`config.mk`:
```
export PLATFORM = sky130hd
export DESIGN_NAME = wlan_client_station_tracker
export DESIGN_NICKNAME = d
export VERILOG_FILES = /design/src/hw/rtl/wcst_pkg.sv /design/src/hw/rtl/wcst_ram.sv /design/src/hw/rtl/wcst_ctrl.sv /design/src/hw/rtl/wcst_dp.sv /design/src/hw/rtl/wlan_client_station_tracker.sv
export SDC_FILE = /design/constraint.sdc
export NUM_CORES = 2
export LEC_CHECK = 0
export BUFFER_PORTS_ARGS = -buffer_cell sky130_fd_sc_hd__buf_2
export CAP_MARGIN = 20
export CORE_MARGIN = 2
export CORE_UTILIZATION = 43
export CTS_CLUSTER_SIZE = 40
export DETAILED_ROUTE_END_ITERATION = 8
export GPL_TIMING_DRIVEN = 0
export SKIP_LAST_GASP = 1
export SYNTH_ARGS = -nofsm -noshare
export SYNTH_HDL_FRONTEND = slang
export SYNTH_SLANG_ARGS = --single-unit
```
`constraint.sdc`:
```
create_clock -name clk -period 8.51 [get_ports clk]
set_input_delay 0.851 -clock clk [delete_from_list [all_inputs] [get_ports clk]]
set_output_delay 0.851 -clock clk [all_outputs]
set_load 0.02 [all_outputs]
```
`src/hw/rtl/wcst_pkg.sv`:
```
`timescale 1ns / 1ps
// ----------------------------------------------------------------------------
// wcst_pkg
// Types, constants and controller encodings of the client station tracker.
// ----------------------------------------------------------------------------
package wcst_pkg;

	localparam int TABLE_DEPTH = 64;
	localparam int IDX_W       = $clog2(TABLE_DEPTH);
	localparam int COUNT_W     = $clog2(TABLE_DEPTH + 1);

	localparam int ADDR_W      = 48;
	localparam int FC_W        = 16;
	localparam int OUT_COUNT_W = 7;

	// Configuration register indexes.
	localparam int CFG_INDEX_W = 2;
	localparam logic [CFG_INDEX_W-1:0] REG_LOCAL_ADDRESS  = 2'd0;
	localparam logic [CFG_INDEX_W-1:0] REG_MAX_TRACKED    = 2'd1;
	localparam logic [CFG_INDEX_W-1:0] REG_PURGE_INTERVAL = 2'd2;

	localparam logic [ADDR_W-1:0] LOCAL_ADDRESS_RST  = '0;
	localparam logic [5:0]        MAX_TRACKED_RST    = 6'd32;
	localparam logic [15:0]       PURGE_INTERVAL_RST = 16'd60;

	// Opcodes.
	localparam logic OP_FRAME = 1'b0;
	localparam logic OP_TICK  = 1'b1;

	// Frame control fields.
	localparam logic [1:0] FC_TYPE_DATA = 2'd2;
	localparam int FC_TYPE_LSB  = 2;
	localparam int FC_QOS_BIT   = 7;
	localparam int FC_TO_DS     = 8;
	localparam int FC_FROM_DS   = 9;

	typedef struct packed {
		logic              opcode;
		logic [FC_W-1:0]   frame_control;
		logic [ADDR_W-1:0] receiver_address;
		logic [ADDR_W-1:0] transmitter_address;
	} in_item_t;

	typedef struct packed {
		logic                   new_client;
		logic [ADDR_W-1:0]      client_address;
		logic [ADDR_W-1:0]      access_point_address;
		logic                   qos_frame;
		logic                   flushed;
		logic [OUT_COUNT_W-1:0] client_count;
	} out_item_t;

	typedef enum logic [1:0] {
		ST_IDLE,
		ST_SCAN,
		ST_FINISH
	} ctrl_state_t;

	typedef struct packed {
		logic start;
		logic scan_en;
		logic commit;
	} ctrl_cmd_t;

	typedef struct packed {
		logic in_tick;
		logic scan_done;
		logic out_free;
	} dp_status_t;

endpackage

```
`src/hw/rtl/wcst_ram.sv`:
```
`timescale 1ns / 1ps
// ----------------------------------------------------------------------------
// wcst_ram
// Simple dual-port RAM: one write port, one read port with registered data.
// ----------------------------------------------------------------------------
module wcst_ram #(
	parameter int WIDTH = 48,
	parameter int DEPTH = 64
) (
	input  logic                     clk,
	input  logic                     we,
	input  logic [$clog2(DEPTH)-1:0] waddr,
	input  logic [WIDTH-1:0]         wdata,
	input  logic                     re,
	input  logic [$clog2(DEPTH)-1:0] raddr,
	output logic [WIDTH-1:0]         rdata
);

	logic [WIDTH-1:0] mem [DEPTH];

	always_ff @(posedge clk) begin
		if (we) begin
			mem[waddr] <= wdata;
		end
		if (re) begin
			rdata <= mem[raddr];
		end
	end

endmodule

```
`src/hw/rtl/wcst_ctrl.sv`:
```
`timescale 1ns / 1ps
// ----------------------------------------------------------------------------
// wcst_ctrl
// Sequencer: accept a word, run the table scan for frames, commit the result.
// ----------------------------------------------------------------------------
module wcst_ctrl
	import wcst_pkg::*;
(
	input  logic       clk,
	input  logic       arst_n,
	input  logic       in_valid,
	output logic       in_stall,
	input  dp_status_t status,
	output ctrl_cmd_t  cmd
);

	ctrl_state_t state_q, state_d;

	always_ff @(posedge clk or negedge arst_n) begin
		if (!arst_n) begin
			state_q <= ST_IDLE;
		end else begin
			state_q <= state_d;
		end
	end

	always_comb begin
		state_d = state_q;
		unique case (state_q)
			ST_IDLE: begin
				if (in_valid) begin
					state_d = status.in_tick ? ST_FINISH : ST_SCAN;
				end
			end
			ST_SCAN: begin
				if (status.scan_done) begin
					state_d = ST_FINISH;
				end
			end
			ST_FINISH: begin
				if (status.out_free) begin
					state_d = ST_IDLE;
				end
			end
			default: state_d = ST_IDLE;
		endcase
	end

	always_comb begin
		in_stall    = 1'b1;
		cmd.start   = 1'b0;
		cmd.scan_en = 1'b0;
		cmd.commit  = 1'b0;
		unique case (state_q)
			ST_IDLE: begin
				in_stall  = 1'b0;
				cmd.start = in_valid;
			end
			ST_SCAN: begin
				cmd.scan_en = 1'b1;
			end
			ST_FINISH: begin
				cmd.commit = status.out_free;
			end
			default: begin
				in_stall = 1'b1;
			end
		endcase
	end

endmodule

```
`src/hw/rtl/wcst_dp.sv`:
```
`timescale 1ns / 1ps
// ----------------------------------------------------------------------------
// wcst_dp
// Datapath: config registers, client table, scan compare, counters, output.
// ----------------------------------------------------------------------------
module wcst_dp
	import wcst_pkg::*;
(
	input  logic                   clk,
	input  logic                   arst_n,
	input  in_item_t               in_data,
	output out_item_t              out_data,
	output logic                   out_valid,
	input  logic                   out_stall,
	input  logic                   cfg_we,
	input  logic [CFG_INDEX_W-1:0] cfg_index,
	input  logic [ADDR_W-1:0]      cfg_data,
	input  ctrl_cmd_t              cmd,
	output dp_status_t             status
);

	logic [ADDR_W-1:0]  local_address_q;
	logic [5:0]         max_tracked_q;
	logic [15:0]        purge_interval_q;

	in_item_t           item_q;
	logic [COUNT_W-1:0] count_q;
	logic [15:0]        elapsed_q;
	logic [COUNT_W-1:0] scan_idx_q;
	logic               rd_vld_q;
	logic               hit_q;
	logic               out_valid_q;
	out_item_t          out_data_q;

	logic [ADDR_W-1:0]  rd_data;
	logic               issue;
	logic               eligible;
	logic               record;
	logic               flush;
	logic [COUNT_W-1:0] new_count;
	logic [COUNT_W-1:0] final_count;

	// Configuration writes; unknown indexes are dropped.
	always_ff @(posedge clk or negedge arst_n) begin
		if (!arst_n) begin
			local_address_q  <= LOCAL_ADDRESS_RST;
			max_tracked_q    <= MAX_TRACKED_RST;
			purge_interval_q <= PURGE_INTERVAL_RST;
		end else if (cfg_we) begin
			unique case (cfg_index)
				REG_LOCAL_ADDRESS:  local_address_q  <= cfg_data;
				REG_MAX_TRACKED:    max_tracked_q    <= cfg_data[5:0];
				REG_PURGE_INTERVAL: purge_interval_q <= cfg_data[15:0];
				default: ;
			endcase
		end
	end

	always_ff @(posedge clk) begin
		if (cmd.start) begin
			item_q <= in_data;
		end
	end

	// Sweep the filled part of the table, one read per cycle.
	assign issue = cmd.scan_en && (scan_idx_q != count_q);

	always_ff @(posedge clk or negedge arst_n) begin
		if (!arst_n) begin
			scan_idx_q <= '0;
			rd_vld_q   <= 1'b0;
			hit_q      <= 1'b0;
		end else if (cmd.start) begin
			scan_idx_q <= '0;
			rd_vld_q   <= 1'b0;
			hit_q      <= 1'b0;
		end else begin
			rd_vld_q <= issue;
			if (issue) begin
				scan_idx_q <= scan_idx_q + COUNT_W'(1);
			end
			if (rd_vld_q && (rd_data == item_q.transmitter_address)) begin
				hit_q <= 1'b1;
			end
		end
	end

	assign eligible = (item_q.frame_control[FC_TYPE_LSB +: 2] == FC_TYPE_DATA)
		&& item_q.frame_control[FC_TO_DS]
		&& !item_q.frame_control[FC_FROM_DS]
		&& (item_q.receiver_address != '0)
		&& (item_q.receiver_address != '1)
		&& (item_q.transmitter_address != local_address_q);

	assign record = eligible && !hit_q && (count_q < COUNT_W'(TABLE_DEPTH));
	assign new_count = count_q + COUNT_W'(record);
	assign flush = (16'(new_count) > 16'(max_tracked_q)) || (elapsed_q >= purge_interval_q);
	assign final_count = flush ? '0 : new_count;

	wcst_ram #(
		.WIDTH(ADDR_W),
		.DEPTH(TABLE_DEPTH)
	) u_table (
		.clk  (clk),
		.we   (cmd.commit && (item_q.opcode == OP_FRAME) && record),
		.waddr(count_q[IDX_W-1:0]),
		.wdata(item_q.transmitter_address),
		.re   (issue),
		.raddr(scan_idx_q[IDX_W-1:0]),
		.rdata(rd_data)
	);

	always_ff @(posedge clk or negedge arst_n) begin
		if (!arst_n) begin
			count_q   <= '0;
			elapsed_q <= '0;
		end else if (cmd.commit) begin
			if (item_q.opcode == OP_TICK) begin
				if (elapsed_q != '1) begin
					elapsed_q <= elapsed_q + 16'd1;
				end
			end else begin
				count_q <= final_count;
				if (flush) begin
					elapsed_q <= '0;
				end
			end
		end
	end

	always_ff @(posedge clk or negedge arst_n) begin
		if (!arst_n) begin
			out_valid_q <= 1'b0;
		end else if (cmd.commit) begin
			out_valid_q <= 1'b1;
		end else if (!out_stall) begin
			out_valid_q <= 1'b0;
		end
	end

	always_ff @(posedge clk) begin
		if (cmd.commit) begin
			if (item_q.opcode == OP_TICK) begin
				out_data_q.new_client           <= 1'b0;
				out_data_q.client_address       <= '0;
				out_data_q.access_point_address <= '0;
				out_data_q.qos_frame            <= 1'b0;
				out_data_q.flushed              <= 1'b0;
				out_data_q.client_count         <= OUT_COUNT_W'(count_q);
			end else begin
				out_data_q.new_client           <= record && !flush;
				out_data_q.client_address       <= (record && !flush) ?
					item_q.transmitter_address : '0;
				out_data_q.access_point_address <= (record && !flush) ?
					item_q.receiver_address : '0;
				out_data_q.qos_frame            <= item_q.frame_control[FC_QOS_BIT];
				out_data_q.flushed              <= flush;
				out_data_q.client_count         <= OUT_COUNT_W'(final_count);
			end
		end
	end

	assign out_valid        = out_valid_q;
	assign out_data         = out_data_q;
	assign status.in_tick   = (in_data.opcode == OP_TICK);
	assign status.scan_done = (scan_idx_q == count_q) && !rd_vld_q;
	assign status.out_free  = !out_valid_q || !out_stall;

endmodule

```
`src/hw/rtl/wlan_client_station_tracker.sv`:
```
`timescale 1ns / 1ps
// ----------------------------------------------------------------------------
// wlan_client_station_tracker
// Learns client stations from to-DS data frame headers and reports new ones.
// ----------------------------------------------------------------------------
// Each input word is either a one-second tick or the frame control, address 1
// and address 2 of a received 802.11 header, and produces exactly one output
// word. A frame qualifies when it is a data frame with to-DS set and from-DS
// clear, address 1 is neither zero nor broadcast, and address 2 differs from
// local_address; an unknown address 2 is appended to the client table. After
// every frame the table is flushed when the count exceeds max_tracked or the
// elapsed seconds reach purge_interval, and a client recorded and not flushed
// away is reported with new_client set. The time that a frame occupies the
// block between accepts grows with the number of clients currently in the
// 64-entry table, as the table scan reads one entry per cycle through the
// single read port of the table RAM; a tick skips the scan. The result sits
// in an output register, so the next word is accepted while it waits; a
// word finishes only once that register is free. Configuration writes are
// taken in any cycle but should only be issued while the block is idle. No
// clearing pass is needed after reset: entries beyond the fill count are
// never read.
// ----------------------------------------------------------------------------
module wlan_client_station_tracker
	import wcst_pkg::*;
(
	input  logic                   clk,
	input  logic                   arst_n,
	input  logic                   in_valid,
	output logic                   in_stall,
	input  in_item_t               in_data,
	output logic                   out_valid,
	input  logic                   out_stall,
	output out_item_t              out_data,
	input  logic                   cfg_we,
	input  logic [CFG_INDEX_W-1:0] cfg_index,
	input  logic [ADDR_W-1:0]      cfg_data
);

	ctrl_cmd_t  cmd;
	dp_status_t status;

	// Sequencer: accept, scan, commit.
	wcst_ctrl u_ctrl (
		.clk     (clk),
		.arst_n  (arst_n),
		.in_valid(in_valid),
		.in_stall(in_stall),
		.status  (status),
		.cmd     (cmd)
	);

	// Table, counters, config registers and output register.
	wcst_dp u_dp (
		.clk      (clk),
		.arst_n   (arst_n),
		.in_data  (in_data),
		.out_data (out_data),
		.out_valid(out_valid),
		.out_stall(out_stall),
		.cfg_we   (cfg_we),
		.cfg_index(cfg_index),
		.cfg_data (cfg_data),
		.cmd      (cmd),
		.status   (status)
	);

endmodule

```
# After elaboration in Yosys (flattened, before gate mapping)

Memory sizes are Yosys's and may differ from the RTL's. A register that Yosys moved wholly into a read port is not among the register bits.
Cells that the tools add are included.

Add/subtract/negate cells: 3
Multipliers: 0
Div/mod/pow operators: 0
Magnitude comparators: 3
Equality and inequality tests: 16
Shift-type cells: 0
Multiplexer cells: 23
Bitwise gates (word level): 2
Reduce and logical (&&, ||, !) cells: 34

Operators with widths:

| kind                    | number |
|---|---|
| $eq A48 B48 Y1          | 1 |
| $mux W16                | 3 |
| $ne A48 B48 Y1          | 1 |
| $ne A48 B48 Y1 const B  | 1 |
| $reduce_bool A48 Y1     | 1 |
| $mux W7                 | 4 |
| $add A16 B1 Y16 const B | 1 |
| $ge A16 B16 Y1          | 1 |
| $ne A16 B16 Y1 const B  | 1 |
| $logic_and A1 B1 Y1     | 13 |
| $mux W1                 | 11 |
| $mux W2                 | 4 |
| $reduce_and A2 Y1       | 4 |
| $add A7 B1 Y7           | 1 |
| $add A7 B1 Y7 const B   | 1 |
| $eq A7 B7 Y1            | 1 |
| $gt A7 B6 Y1            | 1 |
| $lt A7 B7 Y1 const B    | 1 |
| $ne A7 B7 Y1            | 1 |
| $eq A2 B2 Y1 const B    | 3 |
| $logic_not A1 Y1        | 6 |
| $ne A2 B2 Y1 const B    | 3 |
| $pmux W2 S3             | 1 |
| $reduce_and A3 Y1       | 2 |
| other kinds (7)         | 14 |

Register bits: 318
Bits in latches: 0
RAM bits: 3072
Memory bits (read-only): 0
Input bits: 168
Output and inout bits: 108
Logic and storage cells: 102
Memories kept: 1

Memory list:

| memory           | depth | bits a word | read ports | clocked after memory_dff | write ports | line           | RTL |
|---|---|---|---|---|---|---|---|
| u_dp.u_table.mem | 64    | 48          | 1          | 1                        | 1           | wcst_ram.sv:19 | `logic [WIDTH-1:0] mem [DEPTH];` |

# Logic depth before layout (Yosys ltp)

Depth in word-level cells: 15
Gate-level depth with buffers: 22
Gate-level depth less buffers: 18

# Cells and area by module

A second synthesis with hierarchy kept.

Cells, all modules: 5911
Area total of the unflattened synthesis: 131036.9 um^2

By module, submodules not included:

| module    | times used | cells each | area an instance (um^2) | seq. area each (um^2) |
|---|---|---|---|---|
| wcst_ram  | 1          | 4970       | 117597.8                | 93689.9 |
| wcst_dp   | 1          | 926        | 13307.8                 | 8829.7 |
| wcst_ctrl | 1          | 15         | 131.4                   | 50.0 |

# Least setup slack after synthesis

OpenSTA, ideal clock, no wires.

Kind: input to register
Start: input port out_stall
End: memory u_dp.u_table.mem[45][0] (enable)
Setup time: 0.574 ns
Arrival: 8.814 ns
Data required time: 7.936 ns
Setup slack: -0.878 ns
Stages: 6
Buffers on the path: 1
Path through: nand2_1 nand3_1 inv_1 nand2_1 clkbuf_1 nor4_1

RTL lines:

| what        | line                              | RTL |
|---|---|---|
| from (decl) | wlan_client_station_tracker.sv:32 | `input logic out_stall,` |
| to (decl)   | wcst_ram.sv:19                    |  |

# Worst setup path after layout

Start: register u_dp.item_q[37] in the netlist's numbering
End: register u_dp.out_data_q (netlist bit u_dp.out_data[38]) (data pin)

Word-level cells in the longest chain between the ends: 11

RTL lines:

| what                                 | line           | RTL |
|---|---|---|
| from (decl)                          | wcst_dp.sv:26  | `in_item_t item_q;` |
| from (signal assigned)               | wcst_dp.sv:61  | `item_q <= in_data;` |
| $ne A48 B48 Y1 (*)                   | wcst_dp.sv:93  | `&& (item_q.transmitter_address != local_address_q);` |
| $logic_and A1 B1 Y1 (*)              | wcst_dp.sv:93  |  |
| $logic_and A1 B1 Y1 (*) (2 in a row) | wcst_dp.sv:95  | `assign record = eligible && !hit_q && (count_q < COUNT_W'(TABLE_DEPTH));` |
| $add A7 B1 Y7                        | wcst_dp.sv:96  | `assign new_count = count_q + COUNT_W'(record);` |
| $gt A7 B6 Y1                         | wcst_dp.sv:97  | `assign flush = (16'(new_count) > 16'(max_tracked_q)) \|\| (elapsed_q >= purge_interval_q);` |
| $logic_or A1 B1 Y1                   | wcst_dp.sv:97  |  |
| $logic_not A1 Y1                     | wcst_dp.sv:154 | `out_data_q.access_point_address <= (record && !flush) ?` |
| $logic_and A1 B1 Y1 (*)              | wcst_dp.sv:154 |  |
| $not A1 Y1 (no line) (*)             | --             |  |
| $reduce_or A2 Y1 (no line) (*)       | --             |  |
| to (decl)                            | wcst_dp.sv:33  | `out_item_t out_data_q;` |

Every way passes the cells marked *; elsewhere a longest branch is shown, timed or not.
A chain may end at the register's enable or synchronous reset.

==> impl_metrics.tcl <==
set metrics [dict create \
    primary_flip_flop_cell_chosen_by_synthesis_mapping "sky130_fd_sc_hd__edfxtp_1" \
    cts_root_buf "sky130_fd_sc_hd__clkbuf_16" \
    placeableCoreArea_mm2 0.303 \
    relative_slew_slack_pct 18.7 \
    area_growth_pct 19.9 \
    ys_seq_area_share_pct 78.3 \
    outcome "completed" \
    die_y_extent_um 556 \
    final_max_slew_violation_count 0 \
    worst_hold_path_type "in2reg" \
    drive_above_1_share_pct 33.8 \
    clock_power_share_pct 38.3 \
    swShare_pct 23.8 \
    p_comb_share_pct 10.9 \
    cts_max_level 5 \
    total_leakage_power_nw 51.0 \
    drc 0 \
    cts_buffer_depth 4 \
    via_count 69900 \
    synth-warning-count 0 \
    timing.final.crit_period_ps 7850 \
    net-switching-power_mw 9.21 \
    chipWidth_um 556 \
    hold_slack_ps 135 \
    numClockSinks 3433 \
    vias_per_cell 6.04 \
    postPlaceCellArea_mm2 0.146 \
    worstPathMaxFanout 25 \
    synth_cell_types 58 \
    synth_async_sr_flop_share_pct 3.06 \
    final_worst_path_period_share_pct 92.3 \
    timing_worst_setup_path_type "reg2reg" \
    first_global_vias 70000 \
    initial_antenna_violation_count 20 \
    fin_area_mm2 0.157 \
    irDropWorstVdd_mv 0.201 \
    initial_standard_cell_utilization_of_the_core_pct 43.2 \
    synth-edff-count 3328 \
    io_pins 276 \
    maxCapViolations 0 \
    worstMarginPinSlew_ps 1220 \
    synthesis.nets 6126 \
    critical_path.endpoint_type "register" \
    numPortBuffers 264 \
    top_library_cells_by_usage_in_the_layout_fill_and_taps_aside "sky130_fd_sc_hd__edfxtp_1 (3,328), sky130_fd_sc_hd__mux4_2 (768), sky130_fd_sc_hd__buf_4 (612), sky130_fd_sc_hd__clkbuf_16 (352), sky130_fd_sc_hd__buf_2 (343)" \
    cts_made_buffers 343 \
    syn-mean-instance-area_um2 22.1 \
    share_of_power_burned_in_registers_pct 50.7 \
    mostFrequentLayoutCell "sky130_fd_sc_hd__edfxtp_1" \
    detail_route.wl_per_cell_um 33.3 \
    detailedPlace.worstSlack_ps 280 \
    finClkSkew_ps 56.5 \
    power-per-cell-area_mw_per_mm2 246 \
    globalRouteTotalUtil_pct 24.7 \
    route.antenna.remaining_nets 0 \
    postRouteWirelength_mm 385 \
    type_of_element_launching_the_critical_path "register" \
    drt-initial-drc-count 9689 \
    hold_vio_cnt_final 0 \
    postLayoutSetupSlackWorst_ps 658 \
    required_ps 9170 \
    internal-power_mw 29.4 \
    grt_max_degree 72 \
    crit_arrival_ps 8510 \
    post_synth_instance_area_mm2 0.131 \
    maxClockFrequency_ghz 0.127 \
    synth_cells 5932 \
    dr.pass1.iters 6 \
    cts_tree "yes" \
    worst_setup_hold_path_clk_slew_ps 60 \
    place_congestion 0.902 \
    worst_skew_pair.late_latency_ps 910 \
    post_cts.repair.setup_buffers 0 \
    total_die_area_mm2 0.309 \
    grt_first_pass_wirelength_mm 538 \
    ctsResizeCount 0 \
    rsz_0062_raised_after_global_routing "false" \
    gr-total-overflow 0 \
    flop_and_latch_count_out_of_synthesis 3433 \
    postCtsHoldBufs 1 \
    hpwl_mm 283 \
    final-setup-viol-count 0 \
    totalNegativeSetupSlack_ps 0 \
    nets 7504 \
    row_count 202 \
]
-- power groups by stage --
stage	combinational (mW)	sequential, mW	clock, mW
2_1_floorplan	1.97	20.2	0
3_3_place_gp	3.07	20.6	0
3_5_place_dp	4.24	19.9	0
4_1_cts	4.25	19.6	15.0
5_1_grt	4.47	19.6	15.6
6_report	4.23	19.6	14.8
-- stage by stage --
step / utilization (%) / power (mW) / instances
after floorplan: - / 22.2 / 5932
final: 51.8 / 38.6 / 11600
after global routing: 51.8 / 39.7 / 11600
after detailed placement: 48.2 / 24.2 / 10900
after global placement: 45.3 / 23.7 / 10200
after CTS: 51.8 / 38.8 / 11600
-- Yosys cell counts, types with 27 or more instances --
cell,n,area [µm²]
sky130_fd_sc_hd__edfxtp_1,3328,99900
sky130_fd_sc_hd__mux4_2,768,17300
sky130_fd_sc_hd__clkbuf_1,195,732
sky130_fd_sc_hd__a22oi_1,172,1290
sky130_fd_sc_hd__inv_1,132,495
sky130_fd_sc_hd__nor3_1,112,561
sky130_fd_sc_hd__a21oi_1,107,536
sky130_fd_sc_hd__dfrtp_1,100,2500
sky130_fd_sc_hd__nor4_1,92,576
sky130_fd_sc_hd__xnor2_1,81,709
sky130_fd_sc_hd__buf_2,80,400
sky130_fd_sc_hd__a22o_1,72,631
sky130_fd_sc_hd__mux2_2,70,788
sky130_fd_sc_hd__nor2_1,62,233
sky130_fd_sc_hd__o22ai_1,52,325
sky130_fd_sc_hd__nand4_1,48,300
sky130_fd_sc_hd__a221oi_1,45,394
sky130_fd_sc_hd__o21ai_0,45,225
sky130_fd_sc_hd__xor2_1,33,289
sky130_fd_sc_hd__or3_1,32,200
sky130_fd_sc_hd__nand2_1,31,116
sky130_fd_sc_hd__o221ai_1,27,236
-- layer usage --
| layer | vias to the layer above | global-route usage, % | wire [µm] |
|---|---|---|---|
| met2 | 3908 | 38.6 | 179000 |
| met5 | - | 0 | 92 |
| li1 | 28000 | - | - |
| met4 | 14 | 10.5 | 19300 |
| met1 | 37300 | 33.7 | 149000 |
| met3 | 681 | 5.48 | 38000 |
-- worst paths after layout --
path | start | to | slack [ps] | cells after the start
max in group asynchronous | arst_n | u_dp.local_address_q[16] | 7200 | 3
worst min register to register | u_dp.max_tracked_q[2] | u_dp.max_tracked_q[2] | 510 | 1
worst max-delay path | u_dp.item_q[37] | u_dp.out_data[38] | 660 | 23
worst max register to register | u_dp.item_q[37] | u_dp.out_data[38] | 660 | 23
worst min-delay path | in_data[20] | u_dp.item_q[20] | 130 | 1
min in group asynchronous | arst_n | u_dp.elapsed_q[2] | 520 | 2
-- area by class of cell --
cell class	count	area, µm²
fillers	23500	146000
flip-flops and latches	3433	103000
multi-input cells	2029	26700
repair buffers	1033	9810
clock buffers	428	9120
well taps	3978	4980
clock inverters	184	1720
plain buffers	337	1600
inverters	133	502
diodes	12	30.0
-- sequential cells by signal, indices dropped and copies added, names as in the netlist --
signal / count
u_dp.rd_vld_q: 1
u_dp.local_address_q: 48
u_ctrl.state_q: 2
u_dp.elapsed_q: 16
u_dp.out_data: 106
u_dp.purge_interval_q: 16
u_dp.u_table.mem: 3072
u_dp.scan_idx_q: 7
u_dp.max_tracked_q: 6
u_dp.u_table.rdata: 48
u_dp.hit_q: 1
u_dp.item_q: 102
u_dp.count_q: 7
u_dp.out_valid: 1
-- kinds of logic (layout without fill, tap and decap cells) --
logic type,after synthesis,in the layout,synth area share [%]
AOI/OAI and AO/OA,590,590,3.32
xor gates and xnor gates,114,114,0.762
adders and majority gates,26,26,0.248
buffers and inverters,470,2115,1.60
DFF,3433,3433,78.3
muxes,850,850,13.9
other,0,12,0
and+or+nand+nor,449,449,1.86
-- worst max-delay path, stage by stage, from the launching register on --
cell                        delay, ps
sky130_fd_sc_hd__edfxtp_1        1010
sky130_fd_sc_hd__buf_16           250
sky130_fd_sc_hd__xnor2_1          130
sky130_fd_sc_hd__nand4_1          100
sky130_fd_sc_hd__nor4_1           490
sky130_fd_sc_hd__nand3_1          290
sky130_fd_sc_hd__nand4_1          550
sky130_fd_sc_hd__clkbuf_1         510
sky130_fd_sc_hd__clkbuf_1         430
sky130_fd_sc_hd__inv_1            190
sky130_fd_sc_hd__ha_1             250
sky130_fd_sc_hd__ha_1             290
sky130_fd_sc_hd__nand3_1          120
sky130_fd_sc_hd__xnor2_1          240
sky130_fd_sc_hd__inv_1            100
sky130_fd_sc_hd__ha_1             310
sky130_fd_sc_hd__and3_1           200
sky130_fd_sc_hd__o21a_1           100
sky130_fd_sc_hd__a2111oi_1        430
sky130_fd_sc_hd__o211a_1          400
sky130_fd_sc_hd__nand3_2          330
sky130_fd_sc_hd__buf_2            330
sky130_fd_sc_hd__buf_2            230
sky130_fd_sc_hd__nor3_1           310
(Power assumes the default switching activity.)
